`src/sv/bps_pkg.sv`:
```
// ---------------------------------------------------------------------------
// bps_pkg: shared types and constants of the buffer pitch search unit
// Request and response words and the fixed pixel format of the search.
// ---------------------------------------------------------------------------
package bps_pkg;

   // buffer dimensions are carried at a fixed width on the request word
   localparam int DIM_BITS = 14;

   // 32-bit pixels: byte pitch is pixel pitch shifted by this amount
   localparam int BPP_SHIFT = 2;

   localparam int PITCH_PX_BITS   = 16;
   localparam int BYTE_PITCH_BITS = 18;
   localparam int ALIGN_BITS      = 28;
   localparam int SIZE_BITS       = 35;

   typedef struct packed {
      logic [DIM_BITS-1:0] width_px;
      logic [DIM_BITS-1:0] height_px;
   } req_type;

   typedef struct packed {
      logic [PITCH_PX_BITS-1:0]   pitch_px;
      logic [BYTE_PITCH_BITS-1:0] byte_pitch;
      logic [ALIGN_BITS-1:0]      align_bytes;
      logic [SIZE_BITS-1:0]       size_bytes;
   } rsp_type;

endpackage

```
`src/sv/bps_step_unit.sv`:
```
// ---------------------------------------------------------------------------
// bps_step_unit: candidate evaluation unit
// For one pixel pitch computes lcm(byte pitch, page), the effective size,
// the waste and whether the candidate beats the best effective size so far.
// ---------------------------------------------------------------------------
module bps_step_unit #(
   parameter int PW = 15,
   parameter int PS = 12,
   parameter int EW = 33
) (
   input  logic [PW-1:0] pitch,
   input  logic [EW-1:0] row_bytes,
   input  logic [EW-1:0] pad_bytes,
   input  logic [EW-1:0] best_eff,
   output logic [EW-1:0] lcm_bytes,
   output logic [EW-1:0] eff_bytes,
   output logic [EW-1:0] waste_bytes,
   output logic          better
);
   import bps_pkg::*;

   localparam int TZW = $clog2(PW + 1);
   localparam int SHW = $clog2(PS);

   logic [TZW-1:0] tz;
   logic [SHW-1:0] sh;
   logic [EW-1:0]  bytes;

   // lowest set bit of the pixel pitch
   always_comb begin
      tz = '0;
      for (int i = PW - 1; i >= 0; i--) begin
         if (pitch[i]) begin
            tz = TZW'(i);
         end
      end
   end

   always_comb begin
      if (int'(tz) >= PS - BPP_SHIFT) begin
         sh = '0;
      end else begin
         sh = SHW'(PS - BPP_SHIFT - int'(tz));
      end
   end

   assign bytes       = EW'(pitch) << BPP_SHIFT;
   assign lcm_bytes   = (pitch == '0) ? '0 : (bytes << sh);
   assign eff_bytes   = lcm_bytes + row_bytes;
   assign waste_bytes = lcm_bytes + pad_bytes;
   assign better      = eff_bytes < best_eff;

endmodule

```
`src/sv/buffer_pitch_search_unit.sv`:
```
// ---------------------------------------------------------------------------
// buffer_pitch_search_unit: frame buffer row pitch search
// Walks pixel pitches upward from the width, one candidate a cycle, and
// keeps the pitch of smallest lcm(4p, page) + 4*p*height.
// ---------------------------------------------------------------------------
//  channel  | ports                      | handshake
//  request  | start, busy, req_data      | word taken when start && !busy
//  response | rsp_strobe, rsp_data       | word valid for one cycle on strobe
//
//  after acceptance the unit runs init, prime, the loop over N pitches and
//  out before the response strobe, where N is the number of pitches tried
//  (the search stops once the padding reaches the best waste, or after
//  PAGE_BYTES/2 pitches); the evaluation unit handles one pitch per cycle
//  busy is low again in the cycle that shows the response
//  synchronous reset returns the sequencer to idle and drops the strobe
//  the response side has no stall
// ---------------------------------------------------------------------------
module buffer_pitch_search_unit #(
   parameter int PAGE_BYTES = 4096
) (
   input  logic             clock,
   input  logic             reset,
   input  logic             start,
   output logic             busy,
   input  bps_pkg::req_type req_data,
   output logic             rsp_strobe,
   output bps_pkg::rsp_type rsp_data
);
   import bps_pkg::*;

   localparam int PS   = $clog2(PAGE_BYTES);
   localparam int SPAN = PAGE_BYTES / 2;
   localparam int PW   = ((DIM_BITS > PS - 1) ? DIM_BITS : PS - 1) + 1;
   localparam int BW   = PW + BPP_SHIFT;
   localparam int LW   = BW + PS - BPP_SHIFT;
   localparam int EW   = ((LW > BW + DIM_BITS) ? LW : BW + DIM_BITS) + 1;
   localparam int OW   = PS;

   localparam logic [2:0] ST_IDLE  = 3'd0;
   localparam logic [2:0] ST_INIT  = 3'd1;
   localparam logic [2:0] ST_PRIME = 3'd2;
   localparam logic [2:0] ST_LOOP  = 3'd3;
   localparam logic [2:0] ST_OUT   = 3'd4;

   logic [2:0]          state_ff, state_in;
   logic [DIM_BITS-1:0] w_ff, w_in;
   logic [DIM_BITS-1:0] h_ff, h_in;
   logic [PW-1:0]       p_ff, p_in;
   logic [OW-1:0]       off_ff, off_in;
   logic [EW-1:0]       pad_ff, pad_in;
   logic [EW-1:0]       ph_ff, ph_in;
   logic [PW-1:0]       best_ff, best_in;
   logic [EW-1:0]       best_e_ff, best_e_in;
   logic [EW-1:0]       best_loss_ff, best_loss_in;
   logic [EW-1:0]       best_lcm_ff, best_lcm_in;
   logic [EW-1:0]       best_ph_ff, best_ph_in;
   logic                strobe_ff, strobe_in;
   rsp_type             rsp_ff, rsp_in;

   logic [EW-1:0] lcm_bytes;
   logic [EW-1:0] eff_bytes;
   logic [EW-1:0] waste_bytes;
   logic          better;
   logic [EW-1:0] step_bytes;
   logic          go_on;
   logic [EW:0]   size_sum;
   logic [EW:0]   size_round;

   bps_step_unit #(
      .PW (PW),
      .PS (PS),
      .EW (EW)
   ) u_step (
      .pitch       (p_ff),
      .row_bytes   (ph_ff),
      .pad_bytes   (pad_ff),
      .best_eff    (best_e_ff),
      .lcm_bytes   (lcm_bytes),
      .eff_bytes   (eff_bytes),
      .waste_bytes (waste_bytes),
      .better      (better)
   );

   assign step_bytes = EW'(h_ff) << BPP_SHIFT;
   assign go_on      = (pad_ff < best_loss_ff) && (off_ff < OW'(SPAN));

   // round the buffer size up to whole pages
   assign size_sum   = (EW + 1)'(best_ph_ff) + (EW + 1)'(PAGE_BYTES - 1);
   assign size_round = size_sum & ~(EW + 1)'(PAGE_BYTES - 1);

   always_comb begin
      state_in     = state_ff;
      w_in         = w_ff;
      h_in         = h_ff;
      p_in         = p_ff;
      off_in       = off_ff;
      pad_in       = pad_ff;
      ph_in        = ph_ff;
      best_in      = best_ff;
      best_e_in    = best_e_ff;
      best_loss_in = best_loss_ff;
      best_lcm_in  = best_lcm_ff;
      best_ph_in   = best_ph_ff;
      strobe_in    = 1'b0;
      rsp_in       = rsp_ff;
      case (state_ff)
         ST_IDLE: begin
            if (start) begin
               w_in     = req_data.width_px;
               h_in     = req_data.height_px;
               state_in = ST_INIT;
            end
         end
         ST_INIT: begin
            p_in     = PW'(w_ff);
            off_in   = '0;
            pad_in   = '0;
            ph_in    = (EW'(w_ff) * EW'(h_ff)) << BPP_SHIFT;
            state_in = ST_PRIME;
         end
         ST_PRIME: begin
            // the width itself is the first best candidate
            best_in      = p_ff;
            best_e_in    = eff_bytes;
            best_loss_in = waste_bytes;
            best_lcm_in  = lcm_bytes;
            best_ph_in   = ph_ff;
            p_in         = p_ff + PW'(1);
            off_in       = off_ff + OW'(1);
            pad_in       = pad_ff + step_bytes;
            ph_in        = ph_ff + step_bytes;
            state_in     = ST_LOOP;
         end
         ST_LOOP: begin
            if (go_on) begin
               if (better) begin
                  best_in      = p_ff;
                  best_e_in    = eff_bytes;
                  best_loss_in = waste_bytes;
                  best_lcm_in  = lcm_bytes;
                  best_ph_in   = ph_ff;
               end
               p_in   = p_ff + PW'(1);
               off_in = off_ff + OW'(1);
               pad_in = pad_ff + step_bytes;
               ph_in  = ph_ff + step_bytes;
            end else begin
               state_in = ST_OUT;
            end
         end
         ST_OUT: begin
            rsp_in.pitch_px    = PITCH_PX_BITS'(best_ff);
            rsp_in.byte_pitch  = BYTE_PITCH_BITS'(BW'(best_ff) << BPP_SHIFT);
            rsp_in.align_bytes = ALIGN_BITS'(best_lcm_ff);
            rsp_in.size_bytes  = SIZE_BITS'(size_round);
            strobe_in          = 1'b1;
            state_in           = ST_IDLE;
         end
         default: begin
            state_in = ST_IDLE;
         end
      endcase
   end

   always_ff @(posedge clock) begin
      if (reset) begin
         state_ff  <= ST_IDLE;
         strobe_ff <= 1'b0;
      end else begin
         state_ff  <= state_in;
         strobe_ff <= strobe_in;
      end
   end

   always_ff @(posedge clock) begin
      w_ff         <= w_in;
      h_ff         <= h_in;
      p_ff         <= p_in;
      off_ff       <= off_in;
      pad_ff       <= pad_in;
      ph_ff        <= ph_in;
      best_ff      <= best_in;
      best_e_ff    <= best_e_in;
      best_loss_ff <= best_loss_in;
      best_lcm_ff  <= best_lcm_in;
      best_ph_ff   <= best_ph_in;
      rsp_ff       <= rsp_in;
   end

   assign busy       = (state_ff != ST_IDLE);
   assign rsp_strobe = strobe_ff;
   assign rsp_data   = rsp_ff;

endmodule

```
`config.mk`:
```
export PLATFORM = sky130hd
export DESIGN_NAME = buffer_pitch_search_unit
export DESIGN_NICKNAME = d
export VERILOG_FILES = /design/src/sv/bps_pkg.sv /design/src/sv/bps_step_unit.sv /design/src/sv/buffer_pitch_search_unit.sv
export SDC_FILE = /design/constraint.sdc
export NUM_CORES = 1
export LEC_CHECK = 0
export BUFFER_PORTS_ARGS = -buffer_cell sky130_fd_sc_hd__buf_4
export CORE_MARGIN = 5
export CORE_UTILIZATION = 65
export DETAILED_ROUTE_END_ITERATION = 7
export GPL_ROUTABILITY_DRIVEN = 0
export PLACE_DENSITY = 0.89
export SETUP_SLACK_MARGIN = 0.05
export SYNTH_ARGS = -nofsm -noshare
export SYNTH_HDL_FRONTEND = slang
export SYNTH_SLANG_ARGS = --single-unit
```
`constraint.sdc`:
```
create_clock -name clock -period 27.7 [get_ports clock]
set_input_delay 1.385 -clock clock [delete_from_list [all_inputs] [get_ports clock]]
set_output_delay 1.385 -clock clock [all_outputs]
set_load 0.005 [all_outputs]
```
Word level (Yosys, flattened, before mapping)
Index checks and enable logic that the tools add are counted.

Flip-flop bits (word level): 326. Latch bits: 0. RAM bits: 0. Memory bits (read-only): 0. Input port bits: 31. Memories: 0.

$add $sub $neg: 8. $mul: 1. Div/mod/pow operators: 0. Magnitude comparators: 4. Equal/unequal tests: 8. Shift-type cells: 1. Multiplexer cells: 44. Bitwise operators: 0. Reduce and logical (&&, ||, !) cells: 10.

Operator list (count): 32-bit 2-to-1 mux (9); 32-bit one-hot mux with 2 select lines (3); 32-bit one-hot mux with 3 select lines (2); 32-bit by 16-bit adder with 32-bit output (2); 32-bit adder (2); 32-bit < comparator (2); 4-bit 2-to-1 mux (16); 28-bit 2-to-1 mux (2); 28-bit one-hot mux with 2 select lines (1); 15-bit 2-to-1 mux (3); 15-bit one-hot mux with 3 select lines (1); 12-bit one-hot mux with 3 select lines (1); 32-bit by 12-bit adder with 33-bit output (second input constant) (1); 17-bit by 4-bit left shift with 32-bit output (1); 15-bit one-hot mux with 2 select lines (1); 14-bit by 14-bit multiplier with 28-bit output (1); 15-bit by 1-bit adder with 15-bit output (second input constant) (1); 15-bit zero test (1); 12-bit by 1-bit adder with 12-bit output (second input constant) (1); 12-bit < comparator (second input constant) (1); 12-bit 2-to-1 mux (1); 3-bit one-hot mux with 4 select lines (1); 2-bit != test (second input constant) (4); 3-bit by 2-bit equality test with 1-bit output (second input constant) (2); 12 further kinds (16).

Logic depth before layout (Yosys ltp)
Gate-level depths: netlist of the first run.

Depth in word-level cells: 24. Mapped depth: 34. Depth with buffers taken out: 32.

Hierarchy
From an unflattened synthesis of the first run, not the netlist that was laid out.

Cell total of the unflattened synthesis: 2403. Area total of the unflattened synthesis: 25263.0 sq um.

By module, submodules not included: buffer_pitch_search_unit (times used 1, cells each 1759, area each 20667.3 sq um); bps_step_unit (times used 1, cells each 644, area each 4595.7 sq um).

Worst setup path before layout of the first run
Ideal clock, no wire load.

Kind: flip-flop to flip-flop. Start point: reg p_ff[9]. End point: reg best_e_ff[10], enable pin. Setup time: 0.856 ns. Data arrival time: 16.154 ns. Data required time: 26.844 ns. Slack: 10.690 ns. Stages on the path, launching flop included: 34. Path buffers: 2. Clock period less this slack: 17.010 ns. Cells stage by stage: edfxtp_1 > clkbuf_1 > inv_1 > a221oi_1 > o31ai_2 > a21oi_1 > inv_1 > ha_1 > nor3_1 > nor2_2 > a211oi_4 > buf_6 > mux2i_1 > mux2i_1 > nand2_1 > o21a_1 > o221ai_1 > ha_1 > a21o_1 > a21o_1 > a21o_1 > a211oi_1 > o21ai_0 > a31o_2 > o41a_1 > a41oi_1 > xnor2_1 > ha_1 > a21o_1 > a21oi_1 > nor2b_1 > a31oi_1 > o311ai_0 > a311oi_1.

Cells in the longest elaborated chain, start to end: 18. Elaborated cells between the ends (all ways): 20. Those cells by class: add/sub: 2; order compare: 2; eq/ne: 1; shift: 1; mux: 12; reduce/logical: 2.

RTL lines: start: declaration (line buffer_pitch_search_unit.sv:48) `logic [PW-1:0] p_ff, p_in;`; start signal: assignment (line buffer_pitch_search_unit.sv:178) `p_ff <= p_in;`; 4-bit 2-to-1 mux (10 in a row) (line bps_step_unit.sv:33) `if (pitch[i]) begin`; 4-bit subtractor / 4-bit >= comparator (equally long branches) (line bps_step_unit.sv:43, bps_step_unit.sv:40); 4-bit 2-to-1 mux (line bps_step_unit.sv:40) `if (int'(tz) >= PS - BPP_SHIFT) begin`; 17-bit by 4-bit left shift with 32-bit output (line bps_step_unit.sv:48) `assign lcm_bytes = (pitch == '0) ? '0 : (bytes << sh);`; 32-bit 2-to-1 mux (*) (line bps_step_unit.sv:48); 32-bit adder (*) (line bps_step_unit.sv:49) `assign eff_bytes = lcm_bytes + row_bytes;`; 32-bit < comparator (*) (line bps_step_unit.sv:51) `assign better = eff_bytes < best_eff;`; 2-bit != test (no line) (*); 3-bit AND reduction (no line) (*); end signal: assignment (line buffer_pitch_search_unit.sv:183) `best_e_ff <= best_e_in;`; end: declaration (line buffer_pitch_search_unit.sv:53) `logic [EW-1:0] best_e_ff, best_e_in;`.

Mark *: on every way between the ends. The rest lies on a longest branch, timed or not. A chain may end at the register's enable or synchronous reset.

Final worst setup path of the first run
Start point: reg p_ff[9]. End point: reg best_ph_ff[12], enable pin.

Cells in the longest elaborated chain, start to end: 18. Elaborated cells between the ends (all ways): 20. Those cells by class: add/sub: 2; order compare: 2; eq/ne: 1; shift: 1; mux: 12; reduce/logical: 2.

RTL lines: 4-bit 2-to-1 mux (10 in a row) (line bps_step_unit.sv:33); 4-bit subtractor / 4-bit >= comparator (equally long branches) (line bps_step_unit.sv:43, bps_step_unit.sv:40); 4-bit 2-to-1 mux (line bps_step_unit.sv:40); 17-bit by 4-bit left shift with 32-bit output (line bps_step_unit.sv:48); 32-bit 2-to-1 mux (*) (line bps_step_unit.sv:48); 32-bit adder (*) (line bps_step_unit.sv:49); 32-bit < comparator (*) (line bps_step_unit.sv:51); 2-bit != test (no line) (*); 3-bit AND reduction (no line) (*); end signal: assignment (line buffer_pitch_search_unit.sv:186) `best_ph_ff <= best_ph_in;`; end: declaration (line buffer_pitch_search_unit.sv:56) `logic [EW-1:0] best_ph_ff, best_ph_in;`.

Marks and branches as above.

==> impl_metrics.ini, run 1 <==
[synth]
yosys.cell_types.count = 81
yosys_warnings = 0
netlist_area_mm2 = 0.0246
ys_seq_area_share_pct = 37.9
ys_ff_latch = 312
async_flop_share_pct = 0
ys.flop_type = edfxtp_1
synth-edff-count = 308
synthCells = 2363
synth.avg_cell_area_um2 = 10.4

[clocking]
tritoncts = done
hold_buffers = 0
htree_levels = 2
clkLatencyLatePin_ns = 0.56
cts_setup_buffers = 0
clock_sinks = 312
ctsResizeCount = 0
clk_pin_slew_ns = 0.06
cts.path.max_buffers = 3
cts_buffers = 35
cts_root_buf = clkbuf_16

[timing]
fin_crit_sh_pct = 37.4
finClkSkew_ns = 0.0299
fmax_mhz = 96.5
post-route-min-period_ns = 10.36
hold_viol_final = 0
slew_headroom_pct = 19.6
finalSetupTns_ns = 0
rsz0062_at_grt = false
fin_ws_ns = 17.34
final_max_slew_viol_count = 0
tightest_slew_ns = 1.21
setup_viol = 0

[floorplanning]
fp.dieArea_mm2 = 0.0419
io_pins = 130
rows = 71
start_util_pct = 65.6
die_h_um = 205
core_area_mm2 = 0.0375
fp.dieW_um = 205

[status]
status = complete, no violations

[worst_hold_path]
holdCritPathClass = register to register

[final_layout]
multi_input_area_mm2 = 0.0140
most-common-layout-cells = edfxtp_1, inv_1, ha_1
diodes = 0
fill_cells = 2499
ff_latch_area_mm2 = 0.00933
area_growth_pct = 9.47
final_nets = 2867
final_common_cell = edfxtp_1
drive_above_1_share_pct = 7.97

[routing]
ant_nets = 0
wl_um = 59900
drt_pre_antenna_iters = 6
via_per_inst = 6.18
wire_per_inst_um = 20.1
drtIter0Drc = 1627
dr_total_vias = 18439
drc = 0

[placed_design]
dp_slack_ns = 17.85
hpwl_um = 44300
portBuffers = 109

[grt]
grt_pass1_wl_um = 96500
grt_use_total_pct = 28.9
antenna_found_initial = 0
grt-ovfl-total = 0
grt_pass1_vias = 19055
grt_max_degree = 92

[worst_setup_path]
path_buf_inv = 3
crit_fanout = 78
worstPathArrival_ns = 10.53
path_class = register to register
cp-end-kind = register
required_ns = 27.87
worst_setup_path_start_kind = register
slowest_delay_ns = 0.92
cp_slowest_cell = buf_4
critical-path-top-delay-family = compound AO/OA/AOI/OAI gates

[run]
drv_cap = 0
[layer usage]
layer / global-route usage (%) / share of wire, % / vias up
met5: 0 / 0 / -
met4: 16.3 / 6.0 / 0
met3: 4.40 / 8.6 / 218
met2: 48.1 / 48 / 918
met1: 36.2 / 37 / 8952
li1: - / - / 8351
[path summary, 6_finish.rpt]
check | from | slack, ns | to | cells after the start
worst min register to register | best_lcm_ff[21]$_DFFE_PP_ | 0.42 | rsp_data[56]$_DFFE_PP_ | 0
worst max register to register | p_ff[9]$_DFFE_PP_ | 17.34 | best_ph_ff[12]$_DFFE_PP_ | 30
worst min-delay path | best_lcm_ff[21]$_DFFE_PP_ | 0.42 | rsp_data[56]$_DFFE_PP_ | 0
worst max-delay path | p_ff[9]$_DFFE_PP_ | 17.34 | best_ph_ff[12]$_DFFE_PP_ | 30
[worst register-to-register path, delay by kind of cell (launching register included)]
| family | cells | cell delay [ns] |
|---|---|---|
| AO/OA/AOI/OAI | 16 | 5.66 |
| XOR/XNOR | 1 | 0.34 |
| adder cells (fa/ha/maj) | 3 | 0.90 |
| buffers and inverters | 3 | 1.13 |
| flip-flops | 1 | 0.55 |
| multiplexers | 2 | 0.54 |
| AND/OR/NAND/NOR | 5 | 0.80 |
[synthesized netlist by cell type (59+ instances only)]
cell type | number | area share (%)
xnor2_1 | 92 | 3.3
a21oi_1 | 107 | 2.2
o21ai_0 | 99 | 2.0
ha_1 | 243 | 12
fa_1 | 145 | 12
a21o_1 | 65 | 2.0
and2_1 | 86 | 2.2
xor2_1 | 59 | 2.1
edfxtp_1 | 308 | 38
inv_1 | 254 | 3.9
nor2_1 | 125 | 1.9
nand2_1 | 239 | 3.6
[area by class of cell]
class                   instances  area share (%)
clock buffers                  43            3.40
repair buffers                117            3.26
flip-flops and latches        312            34.6
well taps                     511            2.37
multi-input cells            1727            51.8
clock inverters                19           0.985
inverters                     255            3.55
[metrics by stage]
step	hold slack [ns]	cell area, um^2	std cells	util (%)
after floorplan	0.400	24700	2395	-
after global placement	0.401	25800	2922	68.7
after detailed placement	0.405	25800	2922	68.7
after CTS	0.418	26900	2984	71.9
after global routing	0.429	26900	2984	71.9
final	0.417	26900	2984	71.9
[state kept, by name, summed over array words and instances, names as in the netlist]
register and flops:
ph_ff 30, state_ff 3, rsp_strobe 1, h_ff 14, best_e_ff 30, best_loss_ff 30
rsp_data 62, pad_ff 30, best_lcm_ff 26, best_ff 15, off_ff 12, w_ff 14
best_ph_ff 30, p_ff 15
[cell families after synthesis]
family                   synth area share (%)
AO/OA/AOI/OAI                            11.5
XOR/XNOR                                 5.37
adder cells (fa/ha/maj)                  24.1
buffers and inverters                    6.07
flip-flops                               37.9
multiplexers                             1.66
other                                  0.0305
AND/OR/NAND/NOR                          13.3
Power of run 1 is left out: the tool's default activity adds up to more than one toggle a clock period on the data nets, which glitch-free logic cannot reach.
==> run 2, diff against run 1 <==
- CORE_UTILIZATION: 65 -> 63
- PLACE_DENSITY: 0.89 -> 0.87
- clock period: 27.7 -> 9.83 ns (I/O delays scaled with it)
==> impl_metrics.ini, run 2 (synthesis gave the netlist of run 1 again) <==
[final_layout]
area_growth_pct = 9.82
most-common-layout-cells = edfxtp_1, inv_1, ha_1
drive_above_1_share_pct = 8.57
ff_latch_area_mm2 = 0.00933
postLayoutCoreUtil_pct = 69.9
final_common_cell = edfxtp_1
multi_input_area_mm2 = 0.0140
largest_reg_flops = 62
final_nets = 2868
instances_no_fill = 2992
fill_cells = 2677
diodes = 0

[worst_setup_path]
r2r-end = best_e_ff[8]$_DFFE_PP_
crit_end = best_e_ff[8]$_DFFE_PP_
required_ns = 10.01
worst_setup_path_start_kind = register
cp_common_cell = a31oi_1
setup.worst_path.start = p_ff[12]$_DFFE_PP_
cp_slowest_cell = o31ai_1
reg2reg_slack_ns = 1.09
cp-end-kind = register
path_buf_inv = 2
crit_fanout = 48
crit_cells = 30
worstPathArrival_ns = 8.92
critical-path-top-delay-family = compound AO/OA/AOI/OAI gates
ff2ff_path_depth = 30
r2r-start = p_ff[12]$_DFFE_PP_
slowest_delay_ns = 0.73
path_class = register to register

[clocking]
hold_buffers = 0
ctsResizeCount = 0
cts_root_buf = clkbuf_16
clkLatencyLatePin_ns = 0.57
cts_buffers = 36
clock_sinks = 312
cts_setup_buffers = 0
htree_levels = 2
clk_pin_slew_ns = 0.06
cts.path.max_buffers = 3
tritoncts = done

[grt]
grt-ovfl-total = 0
grt_pass1_vias = 18916
grt_pass1_wl_um = 94500
grt_max_degree = 91
grt_use_total_pct = 26.6
antenna_found_initial = 0

[placed_design]
hpwl_um = 43800
dp_slack_ns = 1.32
portBuffers = 109
dpl.cell_count = 2929

[routing]
wire_per_inst_um = 19.3
via_per_inst = 6.11
dr_total_vias = 18273
drc = 0
drt_pre_antenna_iters = 6
drtIter0Drc = 1602
ant_nets = 0
wl_um = 57800

[timing]
finalSetupTns_ns = 0
fin_crit_sh_pct = 88.9
fmax_mhz = 114
setup_viol = 0
fin_ws_ns = 1.09
slew_headroom_pct = 20.1
finClkSkew_ns = 0.0310
rsz0062_at_grt = false
final_max_slew_viol_count = 0
post-route-min-period_ns = 8.74
tightest_slew_ns = 1.17
hold_viol_final = 0

[floorplanning]
start_util_pct = 63.7
io_pins = 130
fp.dieW_um = 208
fp.dieArea_mm2 = 0.0431
core_area_mm2 = 0.0386
die_h_um = 208
rows = 72

[run]
drv_cap = 0

[worst_hold_path]
holdCritPathClass = input port to register

[status]
status = complete, no violations
==> run 2: cell count changes in the layout (fill, tap and decap cells not counted), moves of 3 or more <==
cell | before | now
ha_1 | 243 | 240
a21oi_1 | 107 | 104
bufinv_16 | 6 | 3
a21oi_2 | 0 | 3
==> run 2: worst min-delay path by stage <==
stage                              start                     end  slack [ns]  cells after the start
2_1_floorplan   best_lcm_ff[2]$_DFFE_PP_  rsp_data[37]$_DFFE_PP_        0.40                      0
3_3_place_gp   best_lcm_ff[25]$_DFFE_PP_  rsp_data[60]$_DFFE_PP_        0.40                      0
3_5_place_dp   best_lcm_ff[21]$_DFFE_PP_  rsp_data[56]$_DFFE_PP_        0.40                      0
4_1_cts                      req_data[1]       h_ff[1]$_DFFE_PP_        0.08                      1
5_1_grt                      req_data[1]       h_ff[1]$_DFFE_PP_        0.08                      1
6_report                     req_data[1]       h_ff[1]$_DFFE_PP_        0.11                      1
==> run 2: metrics by stage <==
| step | hold slack, ns | cell area (um^2) |
|---|---|---|
| floorplan | 0.400 | 24800 |
| global placement | 0.401 | 25900 |
| detailed placement | 0.405 | 25900 |
| CTS | 0.0832 | 27000 |
| global route | 0.0834 | 27000 |
| finish | 0.106 | 27000 |
==> run 2: final cells by class <==
class	count	area share [%]
Tap cell	518	2.40
Multi-Input combinational cell	1727	52.0
Timing Repair Buffer	117	3.30
Sequential cell	312	34.5
Inverter	255	3.54
Clock inverter	19	0.773
Clock buffer	44	3.52
==> run 2: worst reg2reg max path, delay by kind of cell, from the launching register on <==
| kind | cells | cell delay, ns |
|---|---|---|
| mux | 2 | 0.51 |
| simple gates | 6 | 0.84 |
| compound gates | 16 | 4.76 |
| buf+inv | 2 | 0.63 |
| xor+xnor | 1 | 0.25 |
| flops | 1 | 0.54 |
| fa+ha+maj | 3 | 0.83 |
==> run 2: routing by layer <==
layer / routed length (um) / GRT usage [%] / part of all wire, % / vias to the layer above
li1: - / - / - / 8364
met1: 21800 / 33.6 / 38 / 8851
met2: 28400 / 46.1 / 49 / 874
met3: 5090 / 4.32 / 8.8 / 184
met4: 2440 / 10.5 / 4.2 / 0
met5: 0 / 0 / 0 / -
Power of run 2 is left out for the same reason.
